`src/rtl/mtg_pkg.sv`:
```
`timescale 1ns / 1ps
`default_nettype none
package mtg_pkg;

  localparam int MAX_VERTICES_DEF = 1024;
  localparam int IDX_W = 10;
  localparam int DVD_W = 52;
  localparam int DVS_W = 34;

  localparam logic [1:0] CMD_LOAD = 2'd0;
  localparam logic [1:0] CMD_TRI  = 2'd1;
  localparam logic [1:0] CMD_FIN  = 2'd2;

  localparam logic [1:0] ST_OK    = 2'd0;
  localparam logic [1:0] ST_DEGEN = 2'd1;
  localparam logic [1:0] ST_ZERO  = 2'd2;
  localparam logic [1:0] ST_SAT   = 2'd3;

  typedef struct packed {
    logic [1:0]        command;
    logic [IDX_W-1:0]  index_a;
    logic [IDX_W-1:0]  index_b;
    logic [IDX_W-1:0]  index_c;
    logic signed [15:0] pos_x;
    logic signed [15:0] pos_y;
    logic signed [15:0] pos_z;
    logic signed [15:0] tex_u;
    logic signed [15:0] tex_v;
    logic signed [15:0] normal_x;
    logic signed [15:0] normal_y;
    logic signed [15:0] normal_z;
  } mtg_in_t;

  typedef struct packed {
    logic [IDX_W-1:0]   vertex_index;
    logic signed [15:0] tangent_x;
    logic signed [15:0] tangent_y;
    logic signed [15:0] tangent_z;
    logic [1:0]         status;
  } mtg_out_t;

  typedef struct packed {
    mtg_in_t          item;
    logic [IDX_W-1:0] slot_a;
    logic [IDX_W-1:0] slot_b;
    logic [IDX_W-1:0] slot_c;
  } mtg_job_t;

  typedef struct packed {
    logic     valid;
    mtg_job_t job;
  } mtg_head_t;

endpackage
`default_nettype wire

```
`src/rtl/mtg_front.sv`:
```
`timescale 1ns / 1ps
`default_nettype none
module mtg_front #(
  parameter int MAX_VERTICES = mtg_pkg::MAX_VERTICES_DEF
) (
  input  logic               clk,
  input  logic               rst_n,
  input  logic               start,
  output logic               busy,
  input  mtg_pkg::mtg_in_t   in_item,
  output mtg_pkg::mtg_head_t head,
  input  logic               pop
);
  import mtg_pkg::*;

  localparam int QDEPTH = 2;
  localparam int PW     = $clog2(QDEPTH);
  localparam logic [16:0] MAXV = 17'(MAX_VERTICES);

  logic             hold_valid_r;
  mtg_job_t         hold_r;
  mtg_job_t         q_r [QDEPTH];
  logic [PW-1:0]    wp_r, rp_r;
  logic [PW:0]      cnt_r;
  logic             ge_a, ge_b, ge_c, wrap_pending, push;

  // indices wrap by repeated subtraction, one step a cycle
  assign ge_a = {7'b0, hold_r.slot_a} >= MAXV;
  assign ge_b = {7'b0, hold_r.slot_b} >= MAXV;
  assign ge_c = {7'b0, hold_r.slot_c} >= MAXV;
  assign wrap_pending = ge_a || ge_b || ge_c;
  assign push = hold_valid_r && !wrap_pending && (cnt_r != (PW+1)'(QDEPTH));

  always_ff @(posedge clk) begin
    if (!rst_n) begin
      hold_valid_r <= 1'b0;
    end else begin
      if (start && !hold_valid_r) begin
        hold_valid_r  <= 1'b1;
        hold_r.item   <= in_item;
        hold_r.slot_a <= in_item.index_a;
        hold_r.slot_b <= in_item.index_b;
        hold_r.slot_c <= in_item.index_c;
      end else if (hold_valid_r && wrap_pending) begin
        if (ge_a) hold_r.slot_a <= IDX_W'({7'b0, hold_r.slot_a} - MAXV);
        if (ge_b) hold_r.slot_b <= IDX_W'({7'b0, hold_r.slot_b} - MAXV);
        if (ge_c) hold_r.slot_c <= IDX_W'({7'b0, hold_r.slot_c} - MAXV);
      end else if (push) begin
        hold_valid_r <= 1'b0;
      end
    end
  end

  always_ff @(posedge clk) begin
    if (!rst_n) begin
      wp_r  <= '0;
      rp_r  <= '0;
      cnt_r <= '0;
    end else begin
      if (push) begin
        q_r[wp_r] <= hold_r;
        wp_r      <= wp_r + 1'b1;
      end
      if (pop) rp_r <= rp_r + 1'b1;
      if (push && !pop) cnt_r <= cnt_r + 1'b1;
      else if (pop && !push) cnt_r <= cnt_r - 1'b1;
    end
  end

  assign busy       = hold_valid_r;
  assign head.valid = cnt_r != '0;
  assign head.job   = q_r[rp_r];

endmodule
`default_nettype wire

```
`config.mk`:
```
export PLATFORM = sky130hd
export DESIGN_NAME = mtg_front
export DESIGN_NICKNAME = d
export VERILOG_FILES = /design/src/rtl/mtg_pkg.sv /design/src/rtl/mtg_front.sv
export SDC_FILE = /design/constraint.sdc
export NUM_CORES = 1
export LEC_CHECK = 0
export BUFFER_PORTS_ARGS = -buffer_cell sky130_fd_sc_hd__buf_2
export CORE_ASPECT_RATIO = 2
export CORE_MARGIN = 2
export CORE_UTILIZATION = 50
export CTS_BUF_LIST = sky130_fd_sc_hd__clkbuf_4 sky130_fd_sc_hd__clkbuf_8
export DETAILED_ROUTE_END_ITERATION = 16
export PLACE_DENSITY = 0.76
export SLEW_MARGIN = 20
export SYNTH_ARGS = -nofsm -noshare
export SYNTH_HDL_FRONTEND = slang
export SYNTH_SLANG_ARGS = --single-unit
```
`constraint.sdc`:
```
create_clock -name clk -period 19 [get_ports clk]
set_clock_uncertainty 0.1 [all_clocks]
set_input_delay 0 -clock clk [delete_from_list [all_inputs] [get_ports clk]]
set_output_delay 0 -clock clk [all_outputs]
set_load 0.01 [all_outputs]
```
; ---- Word level (Yosys, flattened, before mapping)
; Memory sizes are Yosys's and may differ from the RTL's. A register that Yosys moved wholly into a read port is not among the register bits.
; Cells that the tools add are included.
[op_classes]
add_sub_neg = 4
eq_ne = 1
reduce_logical = 11
mux = 9
[op_table]
columns = cell, count
row1 = $mux W1, 7
row2 = $reduce_bool A2 Y1, 3
row3 = $logic_and A1 B1 Y1, 4
row4 = $mux W2, 2
row5 = $logic_not A1 Y1, 3
row6 = $add A1 B1 Y1 const B, 2
row7 = $add A2 B1 Y2 const B, 1
row8 = $ne A2 B2 Y1 const B, 1
row9 = $reduce_and A2 Y1, 1
row10 = $sub A2 B1 Y2 const B, 1
[totals]
n_memories = 1
ff_bits = 165
input_bits = 164
output_inout_bits = 192
wordCells = 42
ram_bits = 380
[memory_table]
columns = name, words, word_bits, read_ports, rd_ports_with_merged_regs, write_ports, line_no
row1 = q_r, 2, 190, 1, 1, 1, mtg_front.sv:22  ; mtg_job_t q_r [QDEPTH];

; ---- Depth between registers and ports, before layout
; Gate-level depths: netlist (run 1).
[depth]
word_depth = 6
depth_mapped = 6

; ---- Worst setup path before layout (run 1)
; Ideal clock, no wire load.
[synth_path]
path_kind = register -> register
start = register hold_valid_r, in the netlist busy
end = memory q_r[0][100] (netlist bit) (enable)
arrival_time_ns = 16.781
setup_slack_ns = 0.993
path_stages_with_launch = 3
setup_time_ns = 1.126
cell_sequence = dfxtp_1 -> inv_1 -> nor4b_1
[synth_between]
elab_chain_len = 4
[synth_rtl]
columns = element, line_no
row1 = "start, declared", mtg_front.sv:20  ; logic hold_valid_r;
row2 = "start signal, assigned", mtg_front.sv:36  ; hold_valid_r <= 1'b0;
row3 = "start signal, assigned", mtg_front.sv:39  ; hold_valid_r <= 1'b1;
row4 = "start signal, assigned", mtg_front.sv:49  ; hold_valid_r <= 1'b0;
row5 = $logic_and A1 B1 Y1, mtg_front.sv:32  ; assign push = hold_valid_r && !wrap_pending && (cnt_r != (PW+1)'(QDEPTH));
row6 = $mux W1, mtg_front.sv:60  ; if (push) begin
row7 = $mux W1, mtg_front.sv:55  ; if (!rst_n) begin
row8 = $mux W1 (implied by the code), mtg_front.sv:61  ; q_r[wp_r] <= hold_r;
row9 = "end, declared", mtg_front.sv:22
; No other way between the ends.

; ---- Final worst setup path (run 1)
[layout_path]
start = register hold_valid_r, in the netlist busy
end = memory q_r[1][92] (netlist bit) (enable)
[layout_between]
elab_chain_len = 4
[layout_rtl]
columns = element, line_no
row1 = $logic_and A1 B1 Y1, mtg_front.sv:32
row2 = net push, mtg_front.sv:25  ; logic ge_a, ge_b, ge_c, wrap_pending, push;
row3 = $mux W1, mtg_front.sv:60
row4 = $mux W1, mtg_front.sv:55
row5 = $mux W1 (implied by the code), mtg_front.sv:61
; The timed path passes the listed nets, and every way through them passes these cells.

==> impl_metrics.ini, run 1 <==
[timing]
maxSlewHeadroom = 0.280
hold_viol_final = 0
fin_crit_sh = 0.177
fmax_mhz = 297
setup_violations = 0
rsz0062_at_grt = no
tns_ns = 0
slew_violations = 0
whs_ns = 0.0334
tightest_slew_ns = 1.08
fin_crit_ns = 3.37

[final_layout]
nFillCells = 2116
final_cell_area_um2 = 23200
area_growth_pct = 34.6
final_core_utilization = 0.681
nets = 1529
drive_gt1_frac = 0.441

[status]
outcome = completed

[drt]
first_iter_violations = 454
drc = 0
wire_per_inst_um = 19.9
drt-total-wl_mm = 36.9
vias_per_cell = 4.87
via_count = 9065
first_pass_iters = 6
ant_nets = 0

[floorplan]
start_util = 0.506
core_um2 = 34100
die_w_um = 135
pin_count = 356
row_count = 96
dieArea_um2 = 36100
die_h_um = 267

[yosys]
ys_ff_latch = 486
async_flop_share = 0
yosysTopAreaCell = edfxtp_1
synth_top_area_frac = 0.835
syn_avg_cell_area_um2 = 24.1
syn_nets = 882
yosysSeqAreaShare = 0.842
syn_inst = 717
ys_types = 21
synthTopCellsByCount = edfxtp_1, mux2_4, mux2_2
syn_area_um2 = 17300
synth_area_leaders = edfxtp_1, mux2_4, mux2_2
synthFlopType = edfxtp_1
synth_edf_count = 480
yosysMostFrequentCell = edfxtp_1
yosysWarnings = 0

[worst_hold_path]
hp-class = input port to flop

[setup_path]
arrival_ns = 3.49
worstSetupPathType = flop to flop
start_kind = flop
endpoint_kind = flop
worstPathRequired_ns = 19.12
crit_fanout = 70

[job]
drv_cap = 0

[cts]
cts_setup_buffers = 0
clk_pin_slew_worst_paths_ns = 0.07
h-tree-depth = 2
clock_sinks = 486
cts_buffers = 59
hold_buffers = 269
cts_tree = done
clk-insertion-delay-late_ns = 0.60
cts-root-buf = clkbuf_8
clock_path_buffers = 3
cts_resized = 0

[pwr]
p_per_area_nw_per_um2 = 94.7
irDropWorstVdd_uv = 73.6
power_mw = 2.20
leakagePower_nw = 8.70

[global_route]
grt_antenna_before_repair = 10
grt_max_degree = 161
grt_pass1_wl_mm = 54.4
grt_overflow = 0
first_global_vias = 9916
grt_usage = 0.202

[place]
place_congestion = 0.776
place_area_um2 = 19300
hpwl_mm = 20.3
port_buffers = 355
==> flip-flops by register name (all words and copies together) (netlist names), named ones only <==
register  flops
wp_r          1
hold_r      160
busy          1
cnt_r         2
q_r         320
rp_r          1
==> metrics by stage <==
step | instances | setup WS, ns
finish | 1860 | 15.63
floorplan | 717 | 0.993
global route | 1859 | 15.39
CTS | 1847 | 15.60
detailed placement | 1472 | 15.63
global placement | 1472 | 15.72
==> final timing paths <==
check	startpoint	end	slack (ns)	depth (start not counted)
min reg2reg	hold_r[132]	q_r[1][132]	0.33	0
max reg2reg	busy	q_r[1][92]	15.63	5
max	busy	q_r[1][92]	15.63	5
min	in_item[30]	hold_r[60]	0.03	2
==> where the power goes <==
group / switching, mW / internal (mW) / total (mW)
Clock: 0.362 / 0.385 / 0.747
Combinational: 0.0982 / 0.117 / 0.216
Sequential: 0.0174 / 1.22 / 1.24
Total: 0.478 / 1.72 / 2.20
==> worst max-delay path, stage by stage, from the launching register on <==
cell and delay [ns]:
dfxtp_1 0.39, inv_1 0.12, nor2_1 0.16, and3_4 0.50
buf_4 0.67, buf_4 0.83
==> placed cells by master (no fill, tap or decap), types with 2 or more instances in the layout <==
master / netlist / routed
mux2_2: 60 / 60
and3_4: 0 / 2
buf_4: 30 / 6
or3_1: 2 / 2
nor2b_1: 2 / 2
clkinv_2: 0 / 12
edfxtp_1: 480 / 480
dlygate4sd3_1: 0 / 272
xor2_1: 2 / 2
diode_2: 0 / 10
o21ai_0: 2 / 2
bufinv_16: 0 / 4
and2_1: 3 / 3
dfxtp_1: 6 / 5
clkinv_1: 0 / 11
buf_2: 6 / 355
a21boi_0: 2 / 2
clkbuf_8: 0 / 61
mux2_4: 100 / 100
inv_1: 2 / 2
clkbuf_4: 0 / 16
==> cell type report <==
class / count / area, um^2 / area share
Antenna cell: 10 / 25.0 / 0.00108
Sequential cell: 486 / 14500 / 0.626
Clock inverter: 29 / 238 / 0.0102
Inverter: 2 / 7.51 / 0.000323
Tap cell: 441 / 552 / 0.0238
Clock buffer: 77 / 960 / 0.0413
Timing Repair Buffer: 634 / 4560 / 0.197
Multi-Input combinational cell: 181 / 2340 / 0.101
==> metal layers <==
layer,wire (um),track usage,vias to the layer above
met2,20100,0.366,377
met3,1980,0.0397,131
met1,12300,0.208,4441
met4,2550,0.131,2
met5,13,0,-
li1,-,-,4114
==> cell families after synthesis <==
family / synth area share
multiplexers: 0.127
buffers and inverters: 0.0231
adder cells (fa/ha/maj): 0.000725
AND/OR/NAND/NOR: 0.00435
XOR/XNOR: 0.00152
flip-flops: 0.842
AO/OA/AOI/OAI: 0.00145
(Power assumes the default switching activity.)
==> inputs of run 2 (changes only) <==
ABC_AREA = 1   (was not set)
PLACE_DENSITY = 0.73   (was 0.76)
clock period = 3.5 ns   (was 19 ns; I/O delays follow)
==> run 2 against run 1 <==
  * Register-to-register slack got worse by 15 ns
  * Combinational power increased to 5.8 times the previous value
  * Worst setup slack lost 15 ns
==> impl_metrics.ini, run 2 <==
[timing]
rsz0062_at_grt = no
setup_violations = 0
fin_crit_sh = 0.836
maxSlewHeadroom = 0.362
fin_crit_ns = 2.93
hold_viol_final = 0
fmax_mhz = 342
whs_ns = 0.0270
layout_setup_ws_ns = 0.574
tightest_slew_ns = 0.958
tns_ns = 0
slew_violations = 0

[final_layout]
final_cell_mix = edfxtp_1, buf_2, dlygate4sd3_1, mux2_4, clkbuf_8
area_growth_pct = 35.4
largestRegisters = q_r (320), hold_r (160), cnt_r (2)
nFillCells = 2150
final_cell_area_um2 = 23400
max_flop_register = q_r
drive_gt1_frac = 0.435
layout.cells.non_filler = 1878
final_common_cell = edfxtp_1
nets = 1551
final_core_utilization = 0.685
largest_reg_flops = 320

[floorplan]
die_w_um = 135
dieArea_um2 = 36100
core_um2 = 34100
start_util = 0.506
die_h_um = 267
pin_count = 356
row_count = 96

[yosys]
ys_ff_latch = 486
synth_area_leaders = edfxtp_1, mux2_4, mux2_2
syn_area_um2 = 17300
syn_inst = 728
synthTopCellsByCount = edfxtp_1, mux2_4, mux2_2
syn_nets = 893
synth_edf_count = 480
synth_top_area_frac = 0.835
async_flop_share = 0
syn_avg_cell_area_um2 = 23.7
yosysWarnings = 0
yosysSeqAreaShare = 0.842
ys_types = 17
synthFlopType = edfxtp_1
yosysTopAreaCell = edfxtp_1
yosysMostFrequentCell = edfxtp_1

[place]
placed_cells = 1484
post-place-ws_ns = 1.53
place_congestion = 0.768
hpwl_mm = 19.5
port_buffers = 355
place_area_um2 = 19400

[drt]
ant_nets = 0
drc = 0
via_count = 9020
first_pass_iters = 6
vias_per_cell = 4.80
drt-total-wl_mm = 36.1
wire_per_inst_um = 19.2
first_iter_violations = 528

[cts]
clock_path_buffers = 3
cts_buffers = 60
cts-root-buf = clkbuf_8
clock_sinks = 486
h-tree-depth = 2
clk_pin_slew_worst_paths_ns = 0.08
cts_tree = done
clk-insertion-delay-late_ns = 0.62

[global_route]
grt_pass1_wl_mm = 52.7
grt_max_degree = 161
first_global_vias = 9733
grt_antenna_before_repair = 4
grt_overflow = 0
grt_usage = 0.196

[setup_path]
crit_fanout = 5
start_kind = flop
cp_slowest_cell = dlygate4sd3_1
worstPathRequired_ns = 3.89
endpoint_kind = flop
cpPeakStageDelay_ns = 0.55
crit_chain = inv_1 -> a21oi_1 -> ha_1 -> inv_1 -> nand4_1 -> nand2_1 -> dlygate4sd3_1 -> nor2_1 -> dlygate4sd3_1
arrival_ns = 3.32
worstSetupPathType = flop to flop

[pwr]
power_mw = 11.9
p_per_area_nw_per_um2 = 509
leakagePower_nw = 8.76
irDropWorstVdd_uv = 370

[job]
drv_cap = 0

[status]
outcome = completed

[worst_hold_path]
hp-class = input port to flop
## run 2: cell count changes after synthesis, sizes merged, moves of 2 or more
| cell | delta |
|---|---|
| nor2 | +5 |
| a21boi | -2 |
| nor2b | -2 |
| inv | +7 |
| and2 | -3 |
| a21oi | +3 |
| xor2 | -2 |
| and3 | -2 |
| or3 | -2 |
| nand2 | +8 |
## run 2: layer usage
layer  part of all wire  vias up  GRT usage  wire [um]
met5                  0        -          0          0
met4              0.054        0      0.111       1940
met3              0.054      102     0.0382       1960
met2               0.56      360      0.367      20100
met1               0.33     4406      0.199      12100
li1                   -     4152          -          -
## run 2: cells by family after synthesis
kind of cell,synth area share
adders and majority gates,0.000725
DFF,0.842
buffers and inverters,0.0246
and+or+nand+nor,0.00399
muxes,0.126
AOI/OAI and AO/OA,0.00174
xor gates and xnor gates,0.000508
## run 2: timing repair
| action | in CTS | in global routing |
|---|---|---|
| endpoints found under the hold margin | 166 | 0 |
| hold buffers | 281 | 0 |
| setup buffers | 0 | 0 |
| gates resized for setup | 0 | 0 |
## run 2: layout make-up
cell class              count  area, um^2  share of cell area
diodes                      4        10.0            0.000428
clock buffers              80        1000              0.0428
inverters                   9        33.8             0.00145
multi-input cells         185        2330              0.0999
well taps                 441         552              0.0236
repair buffers            644        4710               0.202
flip-flops and latches    486       14500               0.623
clock inverters            29         173             0.00739
## run 2: power by group
group / total [mW] / internal [mW] / leakage, nW / switching (mW)
combinational: 1.25 / 0.660 / 3.70 / 0.586
clock: 3.94 / 2.00 / 0.625 / 1.93
sequential: 6.71 / 6.64 / 4.44 / 0.0759
total: 11.9 / 9.30 / 8.76 / 2.60
## run 2: path summary, 6_finish.rpt
kind | cells past startpoint | slack, ns | startpoint | end
setup / recovery | 9 | 0.57 | cnt_r[0] | cnt_r[1]
hold / removal | 2 | 0.03 | in_item[115] | hold_r[145]
setup reg to reg | 9 | 0.57 | cnt_r[0] | cnt_r[1]
hold reg to reg | 0 | 0.32 | hold_r[106] | q_r[0][106]
## run 2: worst max-delay path, delay by kind of cell (launching register included)
family | cells | cell delay [ns]
fa+ha+maj | 1 | 0.34
flops | 1 | 0.39
buf+inv | 4 | 1.33
simple gates | 3 | 0.34
compound gates | 1 | 0.31
==> inputs of run 3 (changes only) <==
PLACE_DENSITY = 0.76   (was 0.73)
clock period = 2.4 ns   (was 3.5 ns; I/O delays follow)
==> run 3 against run 2 <==
  * Count of clock-buffer cells in the layout shrank 4
  * Clock power grew 52%
  * Sequential cell count is the same
  * Global-route usage grew 1.2 points
  * Total power grew 48%
  * Critical path depth shrank 1
  * Worst setup slack lost 0.46 ns
  * Register-to-register slack lost 0.46 ns
  * First-iteration DRC count shrank 14%
  * Wire length grew 5.0%
  * Non-clock buffer count grew 10
  * Critical path type unchanged
  * Largest cell class unchanged
  * Largest power group unchanged
  * Highest routed layer is now met5
==> impl_metrics.ini, run 3 (synthesis results as in run 2) <==
[final_layout]
max_flop_register = q_r
layout.cells.non_filler = 1895
nFillCells = 2101
final_common_cell = edfxtp_1
drive_gt1_frac = 0.443
final_core_utilization = 0.692
largestRegisters = q_r (320), hold_r (160), cnt_r (2)
final_cell_mix = edfxtp_1, buf_2, dlygate4sd3_1, mux2_4, clkbuf_8
area_growth_pct = 36.8
final_cell_area_um2 = 23600
largest_reg_flops = 320
nets = 1562

[pwr]
clkPwrFrac = 0.339
sw_frac_of_total = 0.221
irDropWorstVdd_uv = 501
switching_power_mw = 3.90
seq_power_share = 0.556
power_mw = 17.6
leakagePower_nw = 8.86
p_per_area_nw_per_um2 = 747
p_int_mw = 13.7
p_comb_frac = 0.105

[drt]
drt-total-wl_mm = 37.9
wire_per_inst_um = 20.0
vias_per_cell = 4.87
first_iter_violations = 454
first_pass_iters = 4
via_count = 9228
ant_nets = 0
drc = 0

[global_route]
grt_pass1_wl_mm = 55.5
grt_usage = 0.208
first_global_vias = 10015
grt_overflow = 0
grt_antenna_before_repair = 10
grt_max_degree = 94

[timing]
maxSlewHeadroom = 0.592
fin_crit_sh = 0.953
fmax_mhz = 437
hold_viol_final = 0
rsz0062_at_grt = no
tns_ns = 0
setup_violations = 0
tightest_slew_ns = 0.612
whs_ns = 0.0224
slew_violations = 0
layout_setup_ws_ns = 0.112
fin_crit_ns = 2.29

[setup_path]
worstSetupPathType = flop to flop
worstPathRequired_ns = 2.80
arrival_ns = 2.69
endpoint_kind = flop
cpPeakStageDelay_ns = 0.58
crit_top_cell = inv_1
path_buf_inv = 3
crit_fanout = 5
cp_slowest_cell = dlygate4sd3_1
start_kind = flop
crit_chain = inv_1 -> a21oi_1 -> ha_1 -> inv_1 -> nand4_1 -> nand2_1 -> dlygate4sd3_1 -> nor2_1
critPathTopFamily = buffers and inverters

[floorplan]
core_um2 = 34100
row_count = 96
die_h_um = 267
dieArea_um2 = 36100
pin_count = 356
start_util = 0.506
die_w_um = 135

[cts]
cts-root-buf = clkbuf_8
cts_tree = done
clock_path_buffers = 3
cts_setup_buffers = 0
h-tree-depth = 2
clk-insertion-delay-late_ns = 0.60
cts_resized = 0
cts_buffers = 61
clock_sinks = 486
hold_buffers = 280
clk_pin_slew_worst_paths_ns = 0.07

[place]
hpwl_mm = 21.0
place_area_um2 = 19500
placed_cells = 1494
place_congestion = 0.837
post-place-ws_ns = 0.460
port_buffers = 355

[job]
drv_cap = 0

[worst_hold_path]
hp-class = input port to flop

[status]
outcome = completed
-- run 3: cell count changes in the layout (fill, tap and decap cells not counted), moves of 3 or more --
cell	delta
clkinv_2	+4
buf_12	+8
clkinv_1	-4
clkinvlp_4	+3
diode_2	+5
-- run 3: final timing paths --
check                            startpoint     endpoint  slack, ns  cells past startpoint
worst min-delay path            in_item[81]  hold_r[111]       0.02                      2
worst min register to register   hold_r[13]  q_r[0][171]       0.33                      0
worst max-delay path               cnt_r[0]     cnt_r[1]       0.11                      8
worst max register to register     cnt_r[0]     cnt_r[1]       0.11                      8
-- run 3: per-layer routing --
| metal | up-vias | GRT usage | routed length (um) |
|---|---|---|---|
| met4 | 2 | 0.131 | 2540 |
| li1 | 4189 | - | - |
| met2 | 413 | 0.385 | 21000 |
| met1 | 4479 | 0.208 | 12300 |
| met3 | 145 | 0.0414 | 2150 |
| met5 | - | 0 | 11 |
-- run 3: final cells by class --
cell class / instances / area (um^2) / area share
Tap cell: 441 / 552 / 0.0234
Timing Repair Buffer: 654 / 4890 / 0.207
Sequential cell: 486 / 14500 / 0.616
Clock buffer: 76 / 958 / 0.0406
Clock inverter: 35 / 269 / 0.0114
Antenna cell: 9 / 22.5 / 0.000954
Inverter: 9 / 33.8 / 0.00143
Multi-Input combinational cell: 185 / 2340 / 0.0990
-- run 3: power by group through the flow --
stage / sequential, mW / clock (mW) / combinational (mW)
global route: 9.82 / 6.45 / 1.96
CTS: 9.78 / 6.05 / 1.82
finish: 9.79 / 5.98 / 1.86
detailed placement: 9.97 / 0 / 1.46
floorplan: 9.95 / 0 / 0.920
global placement: 9.94 / 0 / 1.44
